**config.mk**
```make
export PLATFORM = sky130hd
export DESIGN_NAME = bytrun1_line_decoder_top
export DESIGN_NICKNAME = d
export VERILOG_FILES = /design/src/rtl/bytr1_pkg.sv /design/src/rtl/bytrun1_line_decoder_top.sv /design/src/rtl/bytr1_in_reg.sv /design/src/rtl/bytr1_core.sv /design/src/rtl/bytr1_out_reg.sv
export VERILOG_INCLUDE_DIRS = /design/src /design/src/rtl
export SDC_FILE = /design/constraint.sdc
export NUM_CORES = 1
export LEC_CHECK = 0
export BUFFER_PORTS_ARGS = -buffer_cell sky130_fd_sc_hd__buf_2
export CAP_MARGIN = 20
export CORE_AREA = 2 2 163 165
export DETAILED_ROUTE_END_ITERATION = 12
export DIE_AREA = 0 0 165 167
export SETUP_SLACK_MARGIN = 0.3
export SYNTH_ARGS = -nofsm -noshare
export SYNTH_HDL_FRONTEND = slang
export SYNTH_HIERARCHICAL = 1
export SYNTH_SLANG_ARGS = --single-unit
```
**constraint.sdc**
```tcl
create_clock -name clk_i -period 10.7 [get_ports clk_i]
set_input_delay 1.605 -clock clk_i [delete_from_list [all_inputs] [get_ports clk_i]]
set_output_delay 1.605 -clock clk_i [all_outputs]
set_load 0.01 [all_outputs]
```
**src/rtl/bytrun1_line_decoder_top_assert.svh**
```systemverilog
// Assertion macros used by the decoder core.
// Each use names a label, a property and a message; clk_i and rst_ni are taken
// from the module that expands the macro.
`ifndef BYTRUN1_LINE_DECODER_TOP_ASSERT_SVH
`define BYTRUN1_LINE_DECODER_TOP_ASSERT_SVH

`ifndef SYNTH

// Implication or plain property, checked at every rising edge outside reset.
`define BYTR1_ASSERT(lbl, prop, msg) \
  lbl: assert property (@(posedge clk_i) disable iff (!rst_ni) (prop)) \
    else $error(msg);

// A condition that must never hold outside reset.
`define BYTR1_NEVER(lbl, cond, msg) \
  lbl: assert property (@(posedge clk_i) disable iff (!rst_ni) !(cond)) \
    else $error(msg);

`else

`define BYTR1_ASSERT(lbl, prop, msg)

`define BYTR1_NEVER(lbl, cond, msg)

`endif

`endif

```
**src/rtl/bytr1_pkg.sv**
```systemverilog
`timescale 1ns / 1ps

package bytr1_pkg;

  // Configuration register indexes.
  localparam logic [1:0] CFG_LINE_WIDTH    = 2'd0;
  localparam logic [1:0] CFG_IMAGE_HEIGHT  = 2'd1;
  localparam logic [1:0] CFG_COMPRESS_MODE = 2'd2;

  // Register values after reset.
  localparam logic [15:0] LINE_WIDTH_RST    = 16'd320;
  localparam logic [15:0] IMAGE_HEIGHT_RST  = 16'd200;
  localparam logic        COMPRESS_MODE_RST = 1'b1;

  // Compression modes.
  localparam logic MODE_RAW    = 1'b0;
  localparam logic MODE_PACKED = 1'b1;

  // Active configuration seen by the decoder.
  typedef struct packed {
    logic [15:0] line_width;
    logic [15:0] image_height;
    logic        compress_mode;
  } cfg_t;

  // One input beat.
  typedef struct packed {
    logic [7:0] chunk_byte;
    logic       new_image;
  } in_item_t;

  // One decoded record.
  typedef struct packed {
    logic [7:0]  pixel_value;
    logic [7:0]  repeat_count;
    logic [15:0] start_column;
    logic [15:0] row_index;
    logic        line_end;
    logic        image_end;
    logic        clipped;
  } record_t;

endpackage

```
**src/rtl/bytrun1_line_decoder_top.sv**
```systemverilog
`timescale 1ns / 1ps
// Channel    Dir  Beat contents
// s_axis     in   tdata: chunk_byte[7:0]; tuser: new_image
// m_axis     out  tdata: pixel_value, repeat_count, start_column, row_index;
//                 tuser: line_end, clipped; tlast: image_end
// cfg        in   cfg_index_i selects line_width, image_height or compress_mode
//
// One byte is taken per cycle while no stalled output beat holds the input register;
// a byte is held in the input register and its record, if any, is loaded into
// the output record register, with the decoder state update in between.
// Reset clears the decoder to row 0, column 0 and loads the register defaults.
// A stalled output beat holds; the input register still fills behind it.

module bytrun1_line_decoder_top
  import bytr1_pkg::*;
(
  input  logic        clk_i,
  input  logic        rst_ni,
  // Input beats.
  input  logic        s_axis_tvalid,
  output logic        s_axis_tready,
  input  logic [7:0]  s_axis_tdata,   // [7:0] chunk_byte
  input  logic        s_axis_tuser,   // [0] new_image
  // Output beats.
  output logic        m_axis_tvalid,
  input  logic        m_axis_tready,
  output logic [47:0] m_axis_tdata,   // [7:0] pixel_value, [15:8] repeat_count,
                                      // [31:16] start_column, [47:32] row_index
  output logic [1:0]  m_axis_tuser,   // [0] line_end, [1] clipped
  output logic        m_axis_tlast,   // image_end
  // Configuration writes.
  input  logic        cfg_we_i,
  input  logic [1:0]  cfg_index_i,
  input  logic [15:0] cfg_data_i
);

  cfg_t     cfg_q;
  in_item_t in_item;
  in_item_t item;
  logic     item_valid;
  logic     out_space;
  logic     advance;
  logic     rec_valid;
  record_t  rec;
  record_t  out_rec;

  // Configuration registers.
  always_ff @(posedge clk_i or negedge rst_ni) begin
    if (!rst_ni) begin
      cfg_q.line_width    <= LINE_WIDTH_RST;
      cfg_q.image_height  <= IMAGE_HEIGHT_RST;
      cfg_q.compress_mode <= COMPRESS_MODE_RST;
    end else if (cfg_we_i) begin
      unique case (cfg_index_i)
        CFG_LINE_WIDTH:    cfg_q.line_width    <= cfg_data_i;
        CFG_IMAGE_HEIGHT:  cfg_q.image_height  <= cfg_data_i;
        CFG_COMPRESS_MODE: cfg_q.compress_mode <= cfg_data_i[0];
        default: begin
          cfg_q <= cfg_q;
        end
      endcase
    end
  end

  assign in_item.chunk_byte = s_axis_tdata;
  assign in_item.new_image  = s_axis_tuser;

  // A held byte is decoded when the output register has room.
  assign advance = item_valid && out_space;

  bytr1_in_reg u_in_reg (
    .clk_i      (clk_i),
    .rst_ni     (rst_ni),
    .in_valid_i (s_axis_tvalid),
    .in_ready_o (s_axis_tready),
    .in_item_i  (in_item),
    .take_i     (advance),
    .valid_o    (item_valid),
    .item_o     (item)
  );

  bytr1_core u_core (
    .clk_i       (clk_i),
    .rst_ni      (rst_ni),
    .step_i      (advance),
    .item_i      (item),
    .cfg_i       (cfg_q),
    .rec_valid_o (rec_valid),
    .rec_o       (rec)
  );

  bytr1_out_reg u_out_reg (
    .clk_i       (clk_i),
    .rst_ni      (rst_ni),
    .load_i      (advance && rec_valid),
    .rec_i       (rec),
    .space_o     (out_space),
    .out_valid_o (m_axis_tvalid),
    .out_ready_i (m_axis_tready),
    .rec_o       (out_rec)
  );

  assign m_axis_tdata = {out_rec.row_index, out_rec.start_column,
                         out_rec.repeat_count, out_rec.pixel_value};
  assign m_axis_tuser = {out_rec.clipped, out_rec.line_end};
  assign m_axis_tlast = out_rec.image_end;

endmodule

```
**src/rtl/bytr1_in_reg.sv**
```systemverilog
`timescale 1ns / 1ps

module bytr1_in_reg
  import bytr1_pkg::*;
(
  input  logic     clk_i,
  input  logic     rst_ni,
  input  logic     in_valid_i,
  output logic     in_ready_o,
  input  in_item_t in_item_i,
  input  logic     take_i,
  output logic     valid_o,
  output in_item_t item_o
);

  logic     valid_q;
  in_item_t item_q;

  // The register takes a new beat when empty or when its item moves on.
  assign in_ready_o = !valid_q || take_i;
  assign valid_o    = valid_q;
  assign item_o     = item_q;

  always_ff @(posedge clk_i or negedge rst_ni) begin
    if (!rst_ni) begin
      valid_q <= 1'b0;
    end else if (in_ready_o) begin
      valid_q <= in_valid_i;
    end
  end

  always_ff @(posedge clk_i) begin
    if (in_ready_o && in_valid_i) begin
      item_q <= in_item_i;
    end
  end

endmodule

```
**src/rtl/bytr1_core.sv**
```systemverilog
`timescale 1ns / 1ps

module bytr1_core
  import bytr1_pkg::*;
(
  input  logic     clk_i,
  input  logic     rst_ni,
  input  logic     step_i,
  input  in_item_t item_i,
  input  cfg_t     cfg_i,
  output logic     rec_valid_o,
  output record_t  rec_o
);

`include "bytrun1_line_decoder_top_assert.svh"

  typedef enum logic [2:0] {
    PH_CONTROL,
    PH_REPEAT,
    PH_LITERAL,
    PH_SKIP,
    PH_PAD,
    PH_DONE
  } phase_e;

  localparam logic [7:0] CTRL_NOOP = 8'h80;

  phase_e      phase_q, phase_d, phase_cur;
  logic [7:0]  lit_q, lit_d, lit_cur, lit_dec;
  logic [7:0]  pend_q, pend_d, pend_cur;
  logic [15:0] col_q, col_d, col_cur;
  logic [15:0] row_q, row_d, row_cur;

  logic        emit;
  logic        clip_extra;
  logic [7:0]  want;
  logic [15:0] rem;
  logic [7:0]  cnt;
  logic        clip_run;
  logic [16:0] col_sum;
  logic        le, ie;
  logic [7:0]  b;

  assign b = item_i.chunk_byte;

  // A new image restarts the state before the byte is looked at.
  always_comb begin
    if (item_i.new_image) begin
      phase_cur = PH_CONTROL;
      lit_cur   = 8'd0;
      pend_cur  = 8'd0;
      col_cur   = 16'd0;
      row_cur   = 16'd0;
    end else begin
      phase_cur = phase_q;
      lit_cur   = lit_q;
      pend_cur  = pend_q;
      col_cur   = col_q;
      row_cur   = row_q;
    end
  end

  // Requested pixel count: the pending repeat, otherwise a single pixel.
  assign want = (cfg_i.compress_mode == MODE_PACKED && phase_cur == PH_REPEAT) ?
                pend_cur : 8'd1;

  // Record forming: clip to the rest of the row and find row and image ends.
  always_comb begin
    rem = (col_cur < cfg_i.line_width) ? (cfg_i.line_width - col_cur) : 16'd1;
    if ({8'd0, want} > rem) begin
      cnt      = rem[7:0];
      clip_run = 1'b1;
    end else begin
      cnt      = want;
      clip_run = 1'b0;
    end
    col_sum = {1'b0, col_cur} + {9'd0, cnt};
    le      = col_sum >= {1'b0, cfg_i.line_width};
    ie      = le && (({1'b0, row_cur} + 17'd1) >= {1'b0, cfg_i.image_height});
  end

  // Phase sequencing and state update for one byte.
  always_comb begin
    phase_d    = phase_cur;
    lit_d      = lit_cur;
    pend_d     = pend_cur;
    col_d      = col_cur;
    row_d      = row_cur;
    emit       = 1'b0;
    clip_extra = 1'b0;
    lit_dec    = lit_cur - 8'd1;

    if (phase_cur == PH_DONE) begin
      emit = 1'b0;
    end else if (cfg_i.compress_mode == MODE_RAW) begin
      if (phase_cur == PH_PAD) begin
        phase_d = PH_CONTROL;
      end else begin
        emit   = 1'b1;
        lit_d  = 8'd0;
        pend_d = 8'd0;
        if (ie) begin
          phase_d = PH_DONE;
        end else if (le && cfg_i.line_width[0]) begin
          phase_d = PH_PAD;
        end else begin
          phase_d = PH_CONTROL;
        end
      end
    end else begin
      unique case (phase_cur)
        PH_REPEAT: begin
          emit    = 1'b1;
          pend_d  = 8'd0;
          phase_d = ie ? PH_DONE : PH_CONTROL;
        end
        PH_LITERAL: begin
          emit = 1'b1;
          if (ie) begin
            lit_d   = 8'd0;
            phase_d = PH_DONE;
          end else if (le && lit_dec != 8'd0) begin
            // Row filled with literals still left: drop the rest of the group.
            lit_d      = lit_dec;
            clip_extra = 1'b1;
            phase_d    = PH_SKIP;
          end else begin
            lit_d   = lit_dec;
            phase_d = (lit_dec == 8'd0) ? PH_CONTROL : PH_LITERAL;
          end
        end
        PH_SKIP: begin
          lit_d   = lit_dec;
          phase_d = (lit_dec == 8'd0) ? PH_CONTROL : PH_SKIP;
        end
        default: begin
          // Control byte, also taken here after a stale pad phase.
          phase_d = PH_CONTROL;
          if (b == CTRL_NOOP) begin
            phase_d = PH_CONTROL;
          end else if (!b[7]) begin
            lit_d   = b + 8'd1;
            phase_d = PH_LITERAL;
          end else begin
            pend_d  = 8'd1 - b;
            phase_d = PH_REPEAT;
          end
        end
      endcase
    end

    // Position advance after a record.
    if (emit) begin
      if (le) begin
        col_d = 16'd0;
        if (!ie) begin
          row_d = row_cur + 16'd1;
        end
      end else begin
        col_d = col_sum[15:0];
      end
    end
  end

  assign rec_valid_o        = emit;
  assign rec_o.pixel_value  = b;
  assign rec_o.repeat_count = cnt;
  assign rec_o.start_column = col_cur;
  assign rec_o.row_index    = row_cur;
  assign rec_o.line_end     = le;
  assign rec_o.image_end    = ie;
  assign rec_o.clipped      = clip_run | clip_extra;

  // Decoder state, updated once for every byte that is processed.
  always_ff @(posedge clk_i or negedge rst_ni) begin
    if (!rst_ni) begin
      phase_q <= PH_CONTROL;
      lit_q   <= 8'd0;
      pend_q  <= 8'd0;
      col_q   <= 16'd0;
      row_q   <= 16'd0;
    end else if (step_i) begin
      phase_q <= phase_d;
      lit_q   <= lit_d;
      pend_q  <= pend_d;
      col_q   <= col_d;
      row_q   <= row_d;
    end
  end

  // A finished image always leaves the column at zero.
  `BYTR1_ASSERT(a_done_col_zero, (phase_q == PH_DONE) |-> (col_q == 16'd0), "done with column")
  // Literal and skip phases always have bytes left to take.
  `BYTR1_NEVER(a_lit_nonzero, (phase_q == PH_LITERAL || phase_q == PH_SKIP) && lit_q == 8'd0,
               "literal phase with empty count")
  // A pending repeat is always between two and 128 pixels.
  `BYTR1_ASSERT(a_pend_range, (phase_q == PH_REPEAT) |-> (pend_q >= 8'd2 && pend_q <= 8'd128),
                "repeat count out of range")
  // Every emitted record covers at least one and at most 128 pixels.
  `BYTR1_ASSERT(a_cnt_range, (step_i && emit) |-> (cnt != 8'd0 && cnt <= 8'd128),
                "record count out of range")

endmodule

```
**src/rtl/bytr1_out_reg.sv**
```systemverilog
`timescale 1ns / 1ps

module bytr1_out_reg
  import bytr1_pkg::*;
(
  input  logic    clk_i,
  input  logic    rst_ni,
  input  logic    load_i,
  input  record_t rec_i,
  output logic    space_o,
  output logic    out_valid_o,
  input  logic    out_ready_i,
  output record_t rec_o
);

  logic    valid_q;
  record_t rec_q;

  // Room for a record when empty or when the held beat leaves this cycle.
  assign space_o     = !valid_q || out_ready_i;
  assign out_valid_o = valid_q;
  assign rec_o       = rec_q;

  always_ff @(posedge clk_i or negedge rst_ni) begin
    if (!rst_ni) begin
      valid_q <= 1'b0;
    end else if (load_i) begin
      valid_q <= 1'b1;
    end else if (out_ready_i) begin
      valid_q <= 1'b0;
    end
  end

  always_ff @(posedge clk_i) begin
    if (load_i) begin
      rec_q <= rec_i;
    end
  end

endmodule
```
==> summary.md <==
| Metric | Value |
|---|---|
| Post-route setup slack | 1.84 ns |
| CTS Buf Count | 17 |
| Critical Path RT | 11.02 ns |
| Ports | 85 |
| Tmin final | 8.86 ns |
| H-tree depth | 4 |
| CTS clock-pin slew for the worst setup and hold paths | 0.07 ns |
| Root Buffer | clkbuf_16 |
| Fin crit share | 82.8% |
| Worst-Skew Late Latency | 0.43 ns |
| Post-synth top flop | dfrtp_1 |
| Routed Wire Length | 24.8 mm |
| Startpoint types | flip-flop |
| Setup Slack @ Placement | 2.06 ns |
| YS warnings | 6 |
| Initial antenna violation count | 0 |
| Final setup TNS | 0 ns |
| Gr usage total | 18.3% |
| Mean area per synthesized cell | 9.99 um2 |
| Sequential area share after synthesis | 42.1% |
| Number of cells upsized or downsized after cts | 0 |
| Nets | 1,109 |
| Synth Instances | 943 |
| Max-cap violations | 0 |
| Fmax | 113 MHz |
| CORE AREA | 25,800 um2 |
| Cell mode on critical path | ha_1 |
| Maximum number of pins on one net before global-route repair | 47 |
| Largest area contributor in the netlist | dfrtp_1 |
| Setup Skew | 0.0145 ns |
| Slowest cell on the critical path | and3_1 |
| First-pass GRT wire length | 39.1 mm |
| Number of DRC markers in iteration 0 | 537 |
| RePlAce Congestion | 0.881 |
| Relative max-transition margin | 41.3% |
| Vias after detailed routing | 7,393 |
| P&R area growth vs syn | 13.2% |
| HPWL Detailed | 18.1 mm |
| Setup CP Type | flip-flop to flip-flop |
| Unrepaired setup endpoints after global routing | false |
| Cell Pwr Density | 202 nW/um2 |
| Mean number of vias per cell | 5.47 |
| Slew @ Worst Pin | 0.871 ns |
| Leak Pwr | 0.00486 uW |
| Post-synth EDFFs | 60 |
| Setup Buffers After CTS | 0 |
| Final setup viols | 0 |
| DR WL/cell | 18.3 um |
| Clock sinks | 146 |
| Post-synth ARST share | 58.9% |
| Final Max Tran Viols | 0 |
| CTS tree | built |
| Outcome | finished, final reports clean |
| Clock buffer depth | 2 |
| DRC | 0 |
| Critical Path AT | 9.18 ns |
| Crit-path max FO | 28 |
| HP Class | flip-flop to flip-flop |
| CP max stage delay | 0.60 ns |
| Post-route ant nets | 0 |
| Hold_buf cts | 0 |
| Overflow after GRT | 0 |
| Worst Setup SP | u_in_reg/item_o[0] |
| Diode count | 0 |
| Post-Syn Area | 9420 um2 |
| Distinct cells, synth | 79 |
| Worst R2R Start | u_in_reg/item_o[0] |
| Fraction of layout cells with a size suffix above 1 | 17.8% |
| Min-delay src | u_core/pend_q[7] |
| Port bufs | 84 |
| Yosys top cell area share | 21.3% |
| FP Rows | 59 |
| Vias in the first global route | 7,153 |
| Router iterations before antenna repair | 6 |
| Syn_nets | 1,048 |
| Die outline area | 27,600 um2 |
| Crit end category | flip-flop |
| Die width | 165 um |
| Ranking of synthesized cells by area | dfrtp_1, edfxtp_1, ha_1 |
| Die H | 167 um |
| Final hold violation count | 0 |
| Maximum vdd drop | 0.109 mV |
| Synth Register Bits | 146 |
| Initial Util | 36.6% |
## metal layers
metal | up-vias | GRT usage [%] | routed length [um]
met5 | - | 0 | 0
met4 | 0 | 4.99 | 388
met3 | 25 | 2.96 | 913
met2 | 207 | 29.4 | 11800
met1 | 3580 | 25.4 | 11700
li1 | 3581 | - | -
## path summary, 6_finish.rpt
| path | endpoint | slack, ns | depth (start not counted) |
|---|---|---|---|
| max reg2reg | u_core/row_q[10] | 1.84 | 38 |
| max in group asynchronous | u_core/row_q[5] | 8.49 | 2 |
| min in group asynchronous | u_core/row_q[9] | 1.17 | 1 |
| max | u_core/row_q[10] | 1.84 | 38 |
| min | u_core/pend_q[7] | 0.48 | 2 |
| min reg2reg | u_core/pend_q[7] | 0.48 | 2 |
## logic make-up (layout without fill, tap and decap cells)
group	count (synthesis)	count (layout)	share of synthesized area (%)
multiplexers	36	36	4.26
flip-flops	146	146	42.1
buffers and inverters	123	197	5.86
AO/OA/AOI/OAI	221	221	16.9
AND/OR/NAND/NOR	300	300	17.0
XOR/XNOR	44	44	4.09
adder cells (fa/ha/maj)	73	73	9.86
## flip-flops by register name (all words and copies together) (netlist names)
signal / count
u_out_reg/out_valid_o: 1
cfg_q: 33
u_core/col_q: 16
u_core/phase_q: 3
u_in_reg/item_o: 9
u_core/lit_q: 8
u_core/row_q: 16
u_in_reg/valid_o: 1
u_out_reg/rec_o: 51
u_core/pend_q: 8
## per-stage QoR
step,total power [uW],cell area (um2),hold WS [ns],utilization (%),cells
after floorplan,1290,9420,0.442,-,943
after global placement,1510,10000,0.461,39.0,1320
after detailed placement,1510,10000,0.472,39.0,1320
after CTS,2160,10700,0.485,41.4,1352
after global routing,2280,10700,0.501,41.4,1352
final,2150,10700,0.478,41.4,1352
## where the power goes
part	internal, uW	leakage (uW)	switching, uW	total [uW]
Sequential	720	0.00168	93.1	813
Clock	387	0.000306	251	638
Combinational	255	0.00288	445	700
Total	1360	0.00486	789	2150
## cells in the mapped netlist (all sizes together) (6+ instances only)
cell type,number
mux2,33
nor2,48
inv,75
o311ai,11
a21o,20
xnor2,25
a21oi,41
a31oi,8
a22o,23
buf,25
clkbuf,23
nand3,38
nand2,77
nor2b,27
o21ai,36
o211a,6
nor4,8
nor3,17
dfrtp,80
and2,15
dfstp,6
and3,13
a221o,11
ha,71
xor2,19
nand2b,12
nand4,13
o211ai,12
or3,8
edfxtp,60
## critical path, delay by kind of cell, from the launching register on
family	cells	cell delay, ns
fa+ha+maj	4	1.29
simple gates	13	2.41
buf+inv	3	0.82
flops	1	0.45
xor+xnor	1	0.21
compound gates	17	3.52
## cells in the final DEF (no fill, tap or decap), drive strengths merged, types with 11 or more instances in the layout
cell type  instances
xor2              19
inv               80
ha                71
mux2              33
a22o              23
buf               90
dfrtp             80
clkbuf            23
edfxtp            60
a221o             11
nor2              48
and2              15
o21ai             36
a21oi             41
nor3              17
nand3             38
and3              13
o311ai            11
o211ai            12
nand2             77
nand2b            12
xnor2             25
nor2b             27
nand4             13
a21o              20
## final cells by class
cell class | instances | area [um2]
inverters | 75 | 282
clock buffers | 23 | 510
clock inverters | 9 | 114
fillers | 2495 | 15100
multi-input cells | 674 | 4910
repair buffers | 90 | 468
flip-flops and latches | 146 | 3960
well taps | 335 | 419
Power figures use the tool's default switching activity.
